--- config.mk ---
export PLATFORM = sky130hd
export DESIGN_NAME = longest_common_substring_top
export DESIGN_NICKNAME = d
export VERILOG_FILES = /design/src/rtl/core/lcs_pkg.sv /design/src/rtl/core/lcs_ram.sv /design/src/rtl/core/longest_common_substring_top.sv
export SDC_FILE = /design/constraint.sdc
export NUM_CORES = 1
export LEC_CHECK = 0
export ABC_CLOCK_PERIOD_IN_PS = 6850
export BUFFER_PORTS_ARGS = -buffer_cell sky130_fd_sc_hd__buf_2
export CORE_MARGIN = 1.5
export CORE_UTILIZATION = 67
export DETAILED_ROUTE_END_ITERATION = 10
export PLACE_DENSITY = 0.8
export REMOVE_ABC_BUFFERS = 1
export SYNTH_ARGS = -nofsm -noshare
export SYNTH_HDL_FRONTEND = slang
export SYNTH_HIERARCHICAL = 1
export SYNTH_SLANG_ARGS = --single-unit
--- constraint.sdc ---
create_clock -name clk -period 6.85 [get_ports clk]
set_clock_uncertainty 0.1 [all_clocks]
set_input_delay 0.3425 -clock clk [delete_from_list [all_inputs] [get_ports clk]]
set_output_delay 0.3425 -clock clk [all_outputs]
set_load 0.05 [all_outputs]
--- src/rtl/core/lcs_pkg.sv ---
// Package for the longest common substring block.
// Holds the item types, opcodes, size constants and the controller states.
// Depends on nothing; the top level, the checker and the bench files import it.
package lcs_pkg;

  localparam int unsigned LCS_MAX_LEN = 32;
  localparam int unsigned LCS_FIELD_W = 6;

  typedef enum logic [1:0] {
    OP_APPEND_FIRST  = 2'd0,
    OP_APPEND_SECOND = 2'd1,
    OP_COMPUTE       = 2'd2,
    OP_UNUSED        = 2'd3
  } lcs_opcode_t;

  typedef struct packed {
    lcs_opcode_t opcode;
    logic [7:0]  symbol;
  } lcs_in_t;

  typedef struct packed {
    logic [7:0]             out_symbol;
    logic [LCS_FIELD_W-1:0] match_length;
    logic [LCS_FIELD_W-1:0] end_in_first;
    logic [LCS_FIELD_W-1:0] end_in_second;
    logic                   is_empty;
    logic                   was_truncated;
    logic                   is_last;
  } lcs_out_t;

  typedef enum logic [2:0] {
    S_IDLE,
    S_ROW,
    S_CELL,
    S_DRAIN,
    S_EMIT_RD,
    S_EMIT_PUT
  } lcs_state_t;

endpackage

--- src/rtl/core/lcs_ram.sv ---
// Generic single-clock RAM with one write port and one registered read port.
// Used for both strings and the run-length row; no package dependency.
module lcs_ram #(
  parameter int unsigned WIDTH = 8,
  parameter int unsigned DEPTH = 32,
  parameter int unsigned AW    = (DEPTH > 1) ? $clog2(DEPTH) : 1
) (
  input  logic             clk,
  input  logic             we,
  input  logic [AW-1:0]    waddr,
  input  logic [WIDTH-1:0] wdata,
  input  logic             re,
  input  logic [AW-1:0]    raddr,
  output logic [WIDTH-1:0] rdata
);

  logic [WIDTH-1:0] mem [DEPTH];

  always_ff @(posedge clk) begin
    if (we) begin
      mem[waddr] <= wdata;
    end
    if (re) begin
      rdata <= mem[raddr];
    end
  end

endmodule

--- src/rtl/core/longest_common_substring_top.sv ---
// Longest common substring block, top level; uses lcs_pkg and lcs_ram.
// A load item is taken without a stall. A compute item stalls the input through the table
// walk (per row, a fetch of the first-string byte and a step per cell; a drain step to
// retire the last cell), then a read and a put per result item, plus any output stalls.
// With either string empty the walk is skipped and the single result is put directly.
// Synchronous reset clears state, lengths, overflow, cell valid, best match and out_valid; memories keep data.
module longest_common_substring_top #(
  parameter int unsigned MAX_LEN = lcs_pkg::LCS_MAX_LEN
) (
  input  logic              clk,
  input  logic              rst_n,
  input  logic              in_valid,
  output logic              in_stall,
  input  lcs_pkg::lcs_in_t  in_data,
  output logic              out_valid,
  input  logic              out_stall,
  output lcs_pkg::lcs_out_t out_data
);

  import lcs_pkg::*;

  // AW addresses a string memory; LW holds a length, a column or a run value
  // (up to MAX_LEN) and addresses the run row, which has MAX_LEN+1 entries.
  localparam int unsigned AW = (MAX_LEN > 1) ? $clog2(MAX_LEN) : 1;
  localparam int unsigned LW = $clog2(MAX_LEN + 1);

  // Controller state and counters.
  lcs_state_t     state_r, state_nxt;
  logic [LW-1:0]  first_len_r, first_len_nxt;
  logic [LW-1:0]  second_len_r, second_len_nxt;
  logic           overflow_r, overflow_nxt;
  logic [LW-1:0]  row_r, row_nxt;
  logic [LW-1:0]  col_r, col_nxt;
  logic [LW-1:0]  k_r, k_nxt;

  // Cell stage: one cell is in flight between the memory read and write-back.
  logic           cv_r, cv_nxt;
  logic           cfirst_r, cfirst_nxt;
  logic [LW-1:0]  ccol_r, ccol_nxt;
  logic [LW-1:0]  crow_r, crow_nxt;
  logic [LW-1:0]  diag_r, diag_nxt;
  logic [LW-1:0]  cell_val;

  // Best match found so far.
  logic [LW-1:0]  best_len_r, best_len_nxt;
  logic [LW-1:0]  best_row_r, best_row_nxt;
  logic [LW-1:0]  best_col_r, best_col_nxt;

  // Output register.
  logic           out_valid_r, out_valid_nxt;
  lcs_out_t       out_data_r, out_data_nxt;

  // Memory ports.
  logic           a_we, a_re, b_we, b_re, p_we, p_re;
  logic [AW-1:0]  a_waddr, a_raddr, b_waddr, b_raddr;
  logic [LW-1:0]  p_waddr, p_raddr;
  logic [7:0]     a_rdata, b_rdata;
  logic [LW-1:0]  p_rdata, p_wdata;

  logic           in_fire, slot_free, empty_match, last_byte;
  logic [LW-1:0]  emit_addr;
  logic [LW-1:0]  row_m1, col_m1;

  assign in_stall  = (state_r != S_IDLE);
  assign in_fire   = in_valid && !in_stall;
  assign slot_free = !out_valid_r || !out_stall;
  assign out_valid = out_valid_r;
  assign out_data  = out_data_r;

  assign empty_match = (best_len_r == '0);
  assign last_byte   = empty_match || ((k_r + LW'(1)) == best_len_r);
  assign emit_addr   = best_row_r - best_len_r + k_r;

  // Table indexes are one-based; the string memories are zero-based.
  assign row_m1 = row_r - LW'(1);
  assign col_m1 = col_r - LW'(1);

  // A matching pair extends the run that ended on the diagonal neighbor.
  assign cell_val = (a_rdata == b_rdata) ? (diag_r + LW'(1)) : '0;

  lcs_ram #(.WIDTH(8), .DEPTH(MAX_LEN), .AW(AW)) u_first_ram (
    .clk   (clk),
    .we    (a_we),
    .waddr (a_waddr),
    .wdata (in_data.symbol),
    .re    (a_re),
    .raddr (a_raddr),
    .rdata (a_rdata)
  );

  lcs_ram #(.WIDTH(8), .DEPTH(MAX_LEN), .AW(AW)) u_second_ram (
    .clk   (clk),
    .we    (b_we),
    .waddr (b_waddr),
    .wdata (in_data.symbol),
    .re    (b_re),
    .raddr (b_raddr),
    .rdata (b_rdata)
  );

  lcs_ram #(.WIDTH(LW), .DEPTH(MAX_LEN + 1), .AW(LW)) u_row_ram (
    .clk   (clk),
    .we    (p_we),
    .waddr (p_waddr),
    .wdata (p_wdata),
    .re    (p_re),
    .raddr (p_raddr),
    .rdata (p_rdata)
  );

  // Next-state logic of the sequencer.
  always_comb begin
    state_nxt = state_r;
    case (state_r)
      S_IDLE: begin
        if (in_fire && in_data.opcode == OP_COMPUTE) begin
          if (first_len_r == '0 || second_len_r == '0) begin
            state_nxt = S_EMIT_PUT;
          end else begin
            state_nxt = S_ROW;
          end
        end
      end
      S_ROW: begin
        state_nxt = S_CELL;
      end
      S_CELL: begin
        if (col_r == second_len_r) begin
          state_nxt = (row_r == first_len_r) ? S_DRAIN : S_ROW;
        end
      end
      S_DRAIN: begin
        state_nxt = S_EMIT_RD;
      end
      S_EMIT_RD: begin
        state_nxt = S_EMIT_PUT;
      end
      S_EMIT_PUT: begin
        if (slot_free) begin
          state_nxt = last_byte ? S_IDLE : S_EMIT_RD;
        end
      end
      default: begin
        state_nxt = S_IDLE;
      end
    endcase
  end

  // Datapath, memory control and output register loading.
  always_comb begin
    first_len_nxt  = first_len_r;
    second_len_nxt = second_len_r;
    overflow_nxt   = overflow_r;
    row_nxt        = row_r;
    col_nxt        = col_r;
    k_nxt          = k_r;
    cv_nxt         = 1'b0;
    cfirst_nxt     = cfirst_r;
    ccol_nxt       = ccol_r;
    crow_nxt       = crow_r;
    diag_nxt       = diag_r;
    best_len_nxt   = best_len_r;
    best_row_nxt   = best_row_r;
    best_col_nxt   = best_col_r;
    out_valid_nxt  = out_valid_r && out_stall;
    out_data_nxt   = out_data_r;

    a_we    = 1'b0;
    a_waddr = first_len_r[AW-1:0];
    b_we    = 1'b0;
    b_waddr = second_len_r[AW-1:0];
    a_re    = 1'b0;
    a_raddr = emit_addr[AW-1:0];
    b_re    = 1'b0;
    b_raddr = '0;
    p_re    = 1'b0;
    p_raddr = col_r;
    p_we    = 1'b0;
    p_waddr = ccol_r;
    p_wdata = cell_val;

    // The cell fetched last cycle is written back and scanned for a new best.
    if (cv_r) begin
      p_we     = 1'b1;
      diag_nxt = cfirst_r ? '0 : p_rdata;
      if (cell_val > best_len_r) begin
        best_len_nxt = cell_val;
        best_row_nxt = crow_r;
        best_col_nxt = ccol_r;
      end
    end

    case (state_r)
      S_IDLE: begin
        if (in_fire) begin
          case (in_data.opcode)
            OP_APPEND_FIRST: begin
              if (first_len_r < LW'(MAX_LEN)) begin
                a_we          = 1'b1;
                first_len_nxt = first_len_r + LW'(1);
              end else begin
                overflow_nxt = 1'b1;
              end
            end
            OP_APPEND_SECOND: begin
              if (second_len_r < LW'(MAX_LEN)) begin
                b_we           = 1'b1;
                second_len_nxt = second_len_r + LW'(1);
              end else begin
                overflow_nxt = 1'b1;
              end
            end
            OP_COMPUTE: begin
              best_len_nxt = '0;
              best_row_nxt = '0;
              best_col_nxt = '0;
              row_nxt      = LW'(1);
              k_nxt        = '0;
            end
            default: begin
            end
          endcase
        end
      end
      S_ROW: begin
        // Fetch this row's byte of the first string; the diagonal starts at zero.
        a_re     = 1'b1;
        a_raddr  = row_m1[AW-1:0];
        col_nxt  = LW'(1);
        diag_nxt = '0;
      end
      S_CELL: begin
        // The row memory still holds the previous row; the first row reads as zero.
        b_re       = 1'b1;
        b_raddr    = col_m1[AW-1:0];
        p_re       = 1'b1;
        p_raddr    = col_r;
        cv_nxt     = 1'b1;
        cfirst_nxt = (row_r == LW'(1));
        ccol_nxt   = col_r;
        crow_nxt   = row_r;
        if (col_r == second_len_r) begin
          row_nxt = row_r + LW'(1);
        end else begin
          col_nxt = col_r + LW'(1);
        end
      end
      S_DRAIN: begin
      end
      S_EMIT_RD: begin
        a_re = 1'b1;
      end
      S_EMIT_PUT: begin
        if (slot_free) begin
          out_valid_nxt              = 1'b1;
          out_data_nxt.out_symbol    = empty_match ? 8'd0 : a_rdata;
          out_data_nxt.match_length  = LCS_FIELD_W'(best_len_r);
          out_data_nxt.end_in_first  = LCS_FIELD_W'(best_row_r);
          out_data_nxt.end_in_second = LCS_FIELD_W'(best_col_r);
          out_data_nxt.is_empty      = empty_match;
          out_data_nxt.was_truncated = overflow_r;
          out_data_nxt.is_last       = last_byte;
          k_nxt                      = k_r + LW'(1);
          if (last_byte) begin
            first_len_nxt  = '0;
            second_len_nxt = '0;
            overflow_nxt   = 1'b0;
          end
        end
      end
      default: begin
      end
    endcase
  end

  always_ff @(posedge clk) begin
    if (!rst_n) begin
      state_r      <= S_IDLE;
      first_len_r  <= '0;
      second_len_r <= '0;
      overflow_r   <= 1'b0;
      cv_r         <= 1'b0;
      best_len_r   <= '0;
      best_row_r   <= '0;
      best_col_r   <= '0;
      out_valid_r  <= 1'b0;
    end else begin
      state_r      <= state_nxt;
      first_len_r  <= first_len_nxt;
      second_len_r <= second_len_nxt;
      overflow_r   <= overflow_nxt;
      cv_r         <= cv_nxt;
      best_len_r   <= best_len_nxt;
      best_row_r   <= best_row_nxt;
      best_col_r   <= best_col_nxt;
      out_valid_r  <= out_valid_nxt;
    end
  end

  always_ff @(posedge clk) begin
    row_r      <= row_nxt;
    col_r      <= col_nxt;
    k_r        <= k_nxt;
    cfirst_r   <= cfirst_nxt;
    ccol_r     <= ccol_nxt;
    crow_r     <= crow_nxt;
    diag_r     <= diag_nxt;
    out_data_r <= out_data_nxt;
  end

endmodule

# Word-level counts from Yosys, hierarchy flattened
# Memory sizes are Yosys's and may differ from the RTL's. A register that Yosys moved wholly into a read port is not among the register bits.
# Index checks and enable logic that the tools add are counted.
classes:
  add_sub_neg: 10
  n_lt_le_gt_ge: 3
  n_eq_ne: 26
  muxes: 72
  n_reduce_logical: 27
ops:
  columns: ["op", "n"]
  rows:
  - ["6-bit two-way mux", 32]
  - ["6-bit one-hot mux with 2 select lines", 5]
  - ["6-bit by 1-bit adder with 6-bit output, second input constant", 6]
  - ["1-bit two-way mux", 24]
  - ["2-bit inequality test, second input constant", 10]
  - ["6-bit == test", 3]
  - ["6-bit logical NOT", 3]
  - ["3-bit one-hot mux with 6 select lines", 1]
  - ["3-bit two-way mux", 5]
  - ["6-bit less-than comparator, second input constant", 2]
  - ["6-bit AND reduction", 2]
  - ["5-bit two-way mux", 2]
  - ["5-bit by 1-bit subtractor with 5-bit output, second input constant", 2]
  - ["8-bit == test", 1]
  - ["4-bit AND reduction", 2]
  - ["7-bit AND reduction", 1]
  - ["3-bit by 2-bit == test with 1-bit output, second input constant", 2]
  - ["3-bit == test, second input constant", 2]
  - ["6-bit by 1-bit == test with 1-bit output, second input constant", 1]
  - ["6-bit > comparator", 1]
  - ["3-bit inequality test, second input constant", 2]
  - ["2-bit nonzero test", 3]
  - ["5-bit adder", 1]
  - ["5-bit subtractor", 1]
  - ["other kinds (16)", 24]
totals:
  ff_bits: 102
  ramBits: 710
  input_bits: 14
  out_inout_bits: 31
  wordCells: 164
  memories: 3
memory_table:
  columns: ["memory", "depth", "width", "read_ports", "rd_ports_with_merged_regs", "wr", "line", "source"]
  rows:
  - ["u_first_ram.mem", 32, 8, 1, 1, 1, "lcs_ram.sv:17", "logic [WIDTH-1:0] mem [DEPTH];"]
  - ["u_second_ram.mem", 32, 8, 1, 1, 1, "lcs_ram.sv:17", null]
  - ["u_row_ram.mem", 33, 6, 1, 1, 1, "lcs_ram.sv:17", null]

# Longest topological paths before layout
# Gate-level depths: netlist of the first run.
logic_depth:
  depth_word: 8
  depth_mapped: 16
  ltp_nobuf: 14

# Hierarchy
# The synthesis of the first run kept the hierarchy.
by_module_without_submodules:
  columns: ["mod", "n_inst", "cells_per_inst", "area_per_inst_um2", "seq_area_each_um2"]
  rows:
  - ["lcs_ram (u_first_ram ...)", 2, 417, 10133.5, 7927.6]
  - ["lcs_ram (u_row_ram)", 1, 458, 8220.4, 6125.9]
  - ["longest_common_substring_top", 1, 498, 5170.0, 2642.5]

# Worst setup path before layout of the first run
# OpenSTA, ideal clock, no wires.
synth_path:
  path_type: "register to register"
  from: "register u_second_ram.rdata[4] (read register of u_second_ram.mem)"
  to: "register best_len_r[1]"
  setup_time_ns: 0.128
  t_arrival_ns: 3.544
  required_ns: 6.622
  setup_slack_ns: 3.079
  path_stages_with_launch: 13
  period_less_slack_ns: 3.771
  path_cell_list: "edfxtp_1 -> xor2_1 -> nor4_1 -> nand2_1 -> nor2_1 -> ha_1 -> nand3_1 -> o21ai_0 -> a21oi_1 -> buf_1 -> buf_2 -> mux2i_1 -> nor2_1"
synth_via:
  elab_chain_cells: 8
synth_rtl:
  columns: ["element", "line", "source"]
  rows:
  - ["start: declaration", "lcs_ram.sv:14", "output logic [WIDTH-1:0] rdata"]
  - ["8-bit == test *", "longest_common_substring_top.sv:79", "assign cell_val = (a_rdata == b_rdata) ? (diag_r + LW'(1)) : '0;"]
  - ["6-bit two-way mux *", "longest_common_substring_top.sv:79", null]
  - ["net cell_val[4]", "longest_common_substring_top.sv:42", "logic [LW-1:0] cell_val;"]
  - ["6-bit > comparator *", "longest_common_substring_top.sv:186", "if (cell_val > best_len_r) begin"]
  - ["6-bit two-way mux *", "longest_common_substring_top.sv:186", null]
  - ["6-bit two-way mux *", "longest_common_substring_top.sv:183", "if (cv_r) begin"]
  - ["6-bit two-way mux", "longest_common_substring_top.sv:196", "case (in_data.opcode)"]
  - ["6-bit two-way mux", "longest_common_substring_top.sv:195", "if (in_fire) begin"]
  - ["6-bit two-way mux *", "longest_common_substring_top.sv:193", "case (state_r)"]
  - ["end signal: assignment", "longest_common_substring_top.sv:293", "best_len_r <= best_len_nxt;"]
  - ["end: declaration", "longest_common_substring_top.sv:45", "logic [LW-1:0] best_len_r, best_len_nxt;"]
# Mark *: on every way through the listed nets, which the timed path passes. The rest lies on a longest branch.
# A chain may end at the register's enable or synchronous reset.

# Final worst setup path of the first run
layout_path:
  from: "register state_r[2]"
  to: "register u_second_ram.rdata[7] (read register of u_second_ram.mem), data pin"
layout_via:
  elab_chain_cells: 2
  word_cells_on_any_way: 3
  classes_between: "1 x eq/ne; 2 x mux"
layout_rtl:
  columns: ["element", "line", "source"]
  rows:
  - ["start: declaration", "longest_common_substring_top.sv:28", "lcs_state_t state_r, state_nxt;"]
  - ["start signal: assignment", "longest_common_substring_top.sv:288", "state_r <= state_nxt;"]
  - ["3-bit by 2-bit == test with 1-bit output", "longest_common_substring_top.sv:193", null]
  - ["5-bit two-way mux", "longest_common_substring_top.sv:193", null]
  - ["net b_raddr[0]", "longest_common_substring_top.sv:55", "logic [AW-1:0] a_waddr, a_raddr, b_waddr, b_raddr;"]
# The timed path passes the listed nets, and every way through them passes these cells.

==> metrics.md, run 1 <==
| Metric | Value |
|---|---|
| Grt total ovfl | 0 |
| VDD IR max | about 0.26 mV |
| Switching Share | 27.26% |
| Max H-tree Level | 3 |
| Largest net degree at the start of global routing | 65 |
| Hpwl dp | 43130 µm |
| Pwr/cell area | 346.7 nW/µm² |
| Core Footprint | between 40000 and 50000 µm² |
| Combinational share of power | about a fifth |
| Final cycle utilization of the critical path | 65.96% |
| Crit path kind | reg2reg |
| Status | complete, no violations |
| P_sw | 3496 µW |
| RSZ-0062 raised after global routing | false |
| Final Cell Area | 37000 µm² |
| Max_cap viols | 0 |
| Root buffer cell | clkbuf_16 |
| Least-Margin Pin Slew | 1307 ps |
| M1 WL | 28420 µm |
| Main area contributors after synthesis | edfxtp_1, mux4_2, mux2i_1, dfxtp_1, nor2_1 |
| Nets | between 1.5k and 2k |
| Fraction of final layout cells with drive strength greater than 1 | 20.84% |
| Post-Route WL | around 73000 µm |
| Cell Area, Synth | around 34000 µm² |
| Vias in the first global route | 17.14k |
| Placer Congestion | around 0.85 |
| CTS tree | done |
| Share of synthesized flip-flops with an asynchronous set or reset | 0% |
| CTS clock-pin slew for the worst setup and hold paths | 60 ps |
| Fin. Hold Viols | 0 |
| Vias per inst | 6.753 |
| Cell Count Post-Placement | 2443 |
| CP startpoint | state_r[2] |
| Die area | 51590 µm² |
| CTS Buffer Depth | 3 |
| Setup Viol. Count Final | 0 |
| Width of the die | 227.1 µm |
| Worst path arrival time | 4800 ps |
| Fmax | 0.2213 GHz |
| Worst reg2reg path startpoint | state_r[2] |
| Reg power frac | 46.8% |
| Pwr Total | 12830 µW |
| Vias post-DR | 17.48k |
| CP startpoint kind | flop |
| CP endpoint kind | flop |
| Synth Instances | ~1.8k |
| Initial antenna violation count | 1 |
| Clock power share | 32.4% |
| DRT iter0 DRCs | 1910 |
| Yosys top cell by area | edfxtp_1 |
| Synth warn | 6 |
| Leak | 0.01199 µW |
| First-pass GRT wire length | 108500 µm |
| P&R area growth vs syn | 9.918% |
| Dpl cell area | 34510 µm² |
| Top FF cell, synth | edfxtp_1 |
| DRC | 0 |
| Final WS setup | 2332 ps |
| Int Power | around 9300 µW |
| Most instantiated library cell after synthesis | edfxtp_1 |
| Worst slack at placement | around 2400 ps |
| Top sig layer | met5 |
| Post-synth EDFFs | 792 |
| # diodes | 0 |
| Initial Util | about two thirds |
| I/O pin total | 45 |
| Slew margin rel. | 12.53% |
| Sequential cell area fraction in the yosys report | between 70 and 80% |
| Fin cells | roughly 2.6k |
| I/O Buffers | 44 |
| CTS Buf Count | 79 |
| Syn_area_per_cell | 18.80 µm² |
| Synth top area share | 70.66% |
| Synth cell types | 60 |
| Most instantiated cells after synthesis | edfxtp_1, nor2_1, mux4_2, mux2i_1, dfxtp_1 |
| Required time of the critical path | 7130 ps |
| CTS sink cnt | roughly 830 |
| Die height | 227.1 µm |
| HP Class | in2reg |
| Worst skew pair latency | 640 ps |
| Met3 wire length | 6034 µm |
| Wire length on met2 | ~36000 µm |
| Std-Cell Rows | 81 |
| Wire per inst | approximately 28 µm |
| Period minus WS final | 4518 ps |
| Worst-path fanout max | 22 |
| Post-DRT Antenna Nets | 0 |
| Final Max Tran Viols | 0 |
| Setup TNS | 0 ps |
| #FFs+latches synth | 834 |
| Drt pass-1 iters | 5 |
| GRT Total Usage | 29.30% |
| Min-delay src | in_data[8] |
sequential cells by signal (all words and copies together) (netlist names), 6 cells and up:
name                count
crow_r                  6
row_r                   6
best_row_r              6
u_second_ram/rdata      8
k_r                     6
best_len_r              6
u_first_ram/rdata       8
u_first_ram/mem       256
ccol_r                  6
first_len_r             6
best_col_r              6
second_len_r            6
diag_r                  6
col_r                   6
out_data               29
u_row_ram/mem         198
u_second_ram/mem      256
u_row_ram/rdata         6
final cells by class:
type                    instances  area (µm²)
multi-input cells             837        8489
repair buffers                 73       460.4
inverters                      39       146.4
flip-flops and latches        834       24620
fillers                      2705       12260
well taps                     664       830.8
clock inverters                32       264.0
clock buffers                 109        2181
cells by family after synthesis:
kind of cell | count (synthesis) | synth area share [%]
mux | 296 | 14.81
buf+inv | 119 | 1.844
flops | 834 | 73.16
xor+xnor | 54 | 1.405
simple gates | 335 | 4.792
fa+ha+maj | 26 | 1.056
compound gates | 126 | 2.929
timing repair:
item | 4_1_cts | 5_1_grt
gates resized for setup | 0 | 0
endpoints found under the hold margin | 7 | 0
hold buffers | 4 | 0
setup buffers | 0 | 0
per-layer routing:
| metal | GRT usage [%] | vias to the layer above |
|---|---|---|
| met1 | 41.40 | 9083 |
| li1 | - | 7273 |
| met5 | 0 | - |
| met2 | 47.35 | 949 |
| met3 | 5.188 | 170 |
| met4 | 9.507 | 2 |
through the flow:
| stage | util, % | hold slack [ps] |
|---|---|---|
| after CTS | 75.11 | 94.13 |
| final | 75.11 | 137.7 |
| after global routing | 75.11 | 152.1 |
| after global placement | 70.07 | 323.8 |
| after floorplan | - | 307.6 |
| after detailed placement | 70.07 | 323.0 |
cell usage in the layout, fill, tap and decap left out, types with 19 or more instances in the layout:
master	instances
edfxtp_1	792
ha_1	22
inv_1	39
nand3_1	32
clkbuf_16	80
xnor2_1	25
buf_2	44
nand3b_1	19
xor2_1	29
buf_4	24
a22oi_1	24
clkbuf_1	22
nand2_1	36
a21oi_1	34
mux2i_1	118
mux4_2	160
dfxtp_1	42
nor2_1	159
worst max-delay path, cell delays in order (launching register included):
cell and delay, ps:
dfxtp_1 440, nor2_1 390, nand2_1 540, nor2_4 930, buf_4 430, mux4_2 590
mux4_2 520, mux2_2 300
power by group through the flow:
stage               Combinational (µW)  Clock, µW  Sequential [µW]
global route                      2780       4390             6020
CTS                               2640       4210             6000
floorplan                         1850          0             6100
finish                            2660       4160             6000
detailed placement                2600          0             6110
global placement                  2540          0             6090
worst paths after layout:
kind / end / slack (ps) / depth (start not counted)
worst max-delay path: u_second_ram/rdata[7] / 2330 / 7
worst min-delay path: overflow_r / 140 / 6
worst max register to register: u_second_ram/rdata[7] / 2330 / 7
worst min register to register: out_data[14] / 330 / 0
(Power assumes the default switching activity.)
==> run 2: changes to the inputs <==
--- a/config.mk
+++ b/config.mk
@@ -5,12 +5,13 @@
 export SDC_FILE = /design/constraint.sdc
 export NUM_CORES = 1
 export LEC_CHECK = 0
-export ABC_CLOCK_PERIOD_IN_PS = 6850
+export ABC_AREA = 1
+export ABC_CLOCK_PERIOD_IN_PS = 4400
 export BUFFER_PORTS_ARGS = -buffer_cell sky130_fd_sc_hd__buf_2
 export CORE_MARGIN = 1.5
-export CORE_UTILIZATION = 67
+export CORE_UTILIZATION = 63
 export DETAILED_ROUTE_END_ITERATION = 10
-export PLACE_DENSITY = 0.8
+export PLACE_DENSITY = 0.76
 export REMOVE_ABC_BUFFERS = 1
 export SYNTH_ARGS = -nofsm -noshare
 export SYNTH_HDL_FRONTEND = slang
==> constraint.sdc (replaced) <==
create_clock -name clk -period 4.4 [get_ports clk]
set_clock_uncertainty 0.1 [all_clocks]
set_input_delay 0.22 -clock clk [delete_from_list [all_inputs] [get_ports clk]]
set_output_delay 0.22 -clock clk [all_outputs]
set_load 0.05 [all_outputs]
==> metrics.md, run 2 <==
| Metric | Value |
|---|---|
| DRT iter0 DRCs | 2898 (+52%) |
| Commonest non-fill, non-tap cell in the layout | nand2_1 |
| Fmax | 0.2829 GHz (+28%) |
| GRT Total Usage | 30.06% (+0.76 points) |
| Leak | 0.01420 µW (+18%) |
| Met3 wire length | 7386 µm (+22%) |
| DRC | 0 (unchanged) |
| Root buffer cell | clkbuf_16 |
| Pwr/cell area | 587.9 nW/µm² (+70%) |
| Width of the die | 240.4 µm (+5.8%) |
| CTS Buf Count | 83 (+5.1%) |
| #FFs+latches synth | 834 (unchanged) |
| # diodes | 0 (unchanged) |
| Switching Share | 34.24% (+7.0 points) |
| Drt pass-1 iters | 9 (+4) |
| Wire per inst | 21.31 µm (-24%) |
| CP startpoint kind | flop |
| Worst path arrival time | 3820 ps (-980 ps) |
| Post-Synth Adder-Cell Area | 1.001% (-0.055 points) |
| Initial Util | 64.05% (-4.3 points) |
| Initial antenna violation count | 0 (-1) |
| Synth cell types | 42 (-30%) |
| Share of synthesized flip-flops with an asynchronous set or reset | 0% (unchanged) |
| M1 WL | 32990 µm (+16%) |
| Nets | 3241 (+70%) |
| CTS tree | done |
| Crit path kind | reg2reg |
| Status | complete, no violations |
| Largest family of logic cells by synthesized area | simple AND/OR/NAND/NOR gates |
| CTS Buffer Depth | 3 (unchanged) |
| Worst-path fanout max | 33 (+50%) |
| Vias per inst | 6.003 (-11%) |
| Final WS setup | 865.6 ps (-1466 ps) |
| CP endpoint kind | flop |
| Placer Congestion | 0.9382 (+10%) |
| Synth warn | 6 (unchanged) |
| Reg power frac | 41.4% (-5.4 points) |
| P_sw | 7780 µW (+120%) |
| Largest net degree at the start of global routing | 129 (+98%) |
| Multiplexer share of the synthesized area | 0% (-15 points) |
| Sequential cell area fraction in the yosys report | 69.38% (-3.8 points) |
| Max H-tree Level | 3 (unchanged) |
| I/O pin total | 45 (unchanged) |
| CTS sink cnt | 834 (unchanged) |
| Util after Layout | 69.74% (-5.4 points) |
| Least-Margin Pin Slew | 1246 ps (-61.58 ps) |
| Vias post-DR | 24.10k (+38%) |
| Top sig layer | met4 |
| Required time of the critical path | 4680 ps (-2450 ps) |
| Most frequent cells in the layout | nand2_1, edfxtp_1, nand3_1, nor2_1, inv_1 |
| Synth Area in Simple Gates | 22.62% (+18 points) |
| Main area contributors after synthesis | edfxtp_1, nand2_1, nand3_1, dfxtp_1, nor2_1 |
| Int Power | 14940 µW (+60%) |
| P&R area growth vs syn | 8.887% |
| Hold slack | 62.12 ps (-75.61 ps) |
| Wire length on met2 | 41760 µm (+16%) |
| Synth Area in Compound Gates | 1.488% (-1.4 points) |
| Hpwl dp | 51940 µm (+20%) |
| Area of the multi-input gates | 9256 µm² (+9.0%) |
| Combinational share of power | 28.0% (+7.2 points) |
| VDD IR max | 0.5023 mV (+94%) |
| XOR/XNOR Fraction of Synth Area | 0.7650% (-0.64 points) |
| Fin. Hold Viols | 0 (unchanged) |
| FF/Latch Area | 24620 µm² (unchanged) |
| CP startpoint | k_r[1] |
| Worst skew pair latency | 650 ps (about the same) |
| Die area | 57770 µm² (+12%) |
| Slew margin rel. | 16.84% (+4.3 points) |
| Syn_area_per_cell | 11.14 µm² (-41%) |
| Synth top area share | 67.01% (-3.7 points) |
| Synth Instances | 3185 (+78%) |
| Die height | 240.4 µm (+5.8%) |
| Post-DRT Antenna Nets | 0 (unchanged) |
| Setup Viol. Count Final | 0 (unchanged) |
| Final Max Tran Viols | 0 (unchanged) |
| Clock power share | 30.6% (-1.8 points) |
| Biggest regs | u_first_ram/mem (256), u_second_ram/mem (256), u_row_ram/mem (198) |
| Post-Route WL | 85520 µm (+17%) |
| Fraction of final layout cells with drive strength greater than 1 | 7.532% (-13 points) |
| First-pass GRT wire length | 131400 µm (+21%) |
| Pwr Total | 22720 µW (+77%) |
| Most instantiated library cell after synthesis | nand2_1 |
| Setup TNS | 0 ps (unchanged) |
| Period minus WS final | 3534 ps (-984.0 ps) |
| Core Footprint | 55420 µm² (+13%) |
| Worst slack at placement | 953.2 ps (-1472 ps) |
| Post-synth EDFFs | 792 (unchanged) |
| Grt total ovfl | 0 (unchanged) |
| Max_cap viols | 0 (unchanged) |
| Vias in the first global route | 23.43k (+37%) |
| Most instantiated cells after synthesis | nand2_1, edfxtp_1, nand3_1, nor2_1, inv_1 |
| Min-delay src | in_valid |
| Worst reg2reg path startpoint | k_r[1] |
| Std-Cell Rows | 86 (+6.2%) |
| Final cycle utilization of the critical path | 80.33% (+14 points) |
| Cell Area, Synth | 35490 µm² (+5.4%) |
| Yosys top cell by area | edfxtp_1 |
| RSZ-0062 raised after global routing | false |
| Top FF cell, synth | edfxtp_1 |
| CTS clock-pin slew for the worst setup and hold paths | 60 ps (about the same) |
| Fillcell total | 3875 (+43%) |
| HP Class | in2reg |
| I/O Buffers | 44 (unchanged) |
==> run 2: final cells by class <==
| cell class | count | area share (%) |
|---|---|---|
| Clock buffer | 102 | 5.585 |
| Clock inverter | 48 | 1.285 |
| Inverter | 149 | 1.473 |
| Multi-Input combinational cell | 2046 | 23.95 |
| Sequential cell | 834 | 63.72 |
| Tap cell | 748 | 2.422 |
| Timing Repair Buffer | 87 | 1.567 |
==> run 2: routing by layer <==
| layer | GRT usage [%] | vias up |
|---|---|---|
| li1 | - | 10986 |
| met5 | 0 | - |
| met2 | 49.66 | 1306 |
| met3 | 4.489 | 254 |
| met1 | 39.68 | 11551 |
| met4 | 13.74 | 0 |
==> run 2: through the flow <==
| stage | cell area (µm²) | instances |
|---|---|---|
| after floorplan | 34370 | 3029 |
| after detailed placement | 35940 | 3859 |
| after global placement | 35940 | 3859 |
| after CTS | 38650 | 4014 |
| after global routing | 38650 | 4014 |
| final | 38650 | 4014 |
==> run 2: power by group through the flow <==
stage	clock [µW]	sequential, µW	combinational [µW]
final	6950	9410	6360
after CTS	7020	9410	6230
after global placement	0	9560	6090
after detailed placement	0	9570	6170
after floorplan	0	9630	4230
after global routing	7320	9440	6940
==> run 2: repair_timing <==
action | CTS | global route
resized for setup | 0 | 0
hold endpoints to repair | 7 | 0
buffers inserted | 0 | 0
hold buffers | 5 | 0
==> run 2: worst max-delay path, stage by stage (launching register included) <==
cell and delay (ps):
edfxtp_1 410, inv_1 80, fa_1 530, fa_1 590, o21ai_4 100, inv_2 540, buf_12 290, nand3_1 150
nand3_1 120, nand2_1 80, nand2_1 70, nand2_1 70, nand2_1 80, nand2_1 60
==> run 2: final timing paths <==
| path | endpoint | slack [ps] | cells after the start |
|---|---|---|---|
| max | u_first_ram/rdata[3] | 870 | 13 |
| min | state_r[2] | 60 | 7 |
| max reg2reg | u_first_ram/rdata[3] | 870 | 13 |
| min reg2reg | out_data[12] | 340 | 0 |
==> run 2: cells by family (layout without fill, tap and decap cells) <==
kind of cell / after synthesis / in the layout
xor gates and xnor gates: 31 / 31
AOI/OAI and AO/OA: 89 / 89
buffers and inverters: 305 / 386
and+or+nand+nor: 1900 / 1900
adders and majority gates: 26 / 26
DFF: 834 / 834
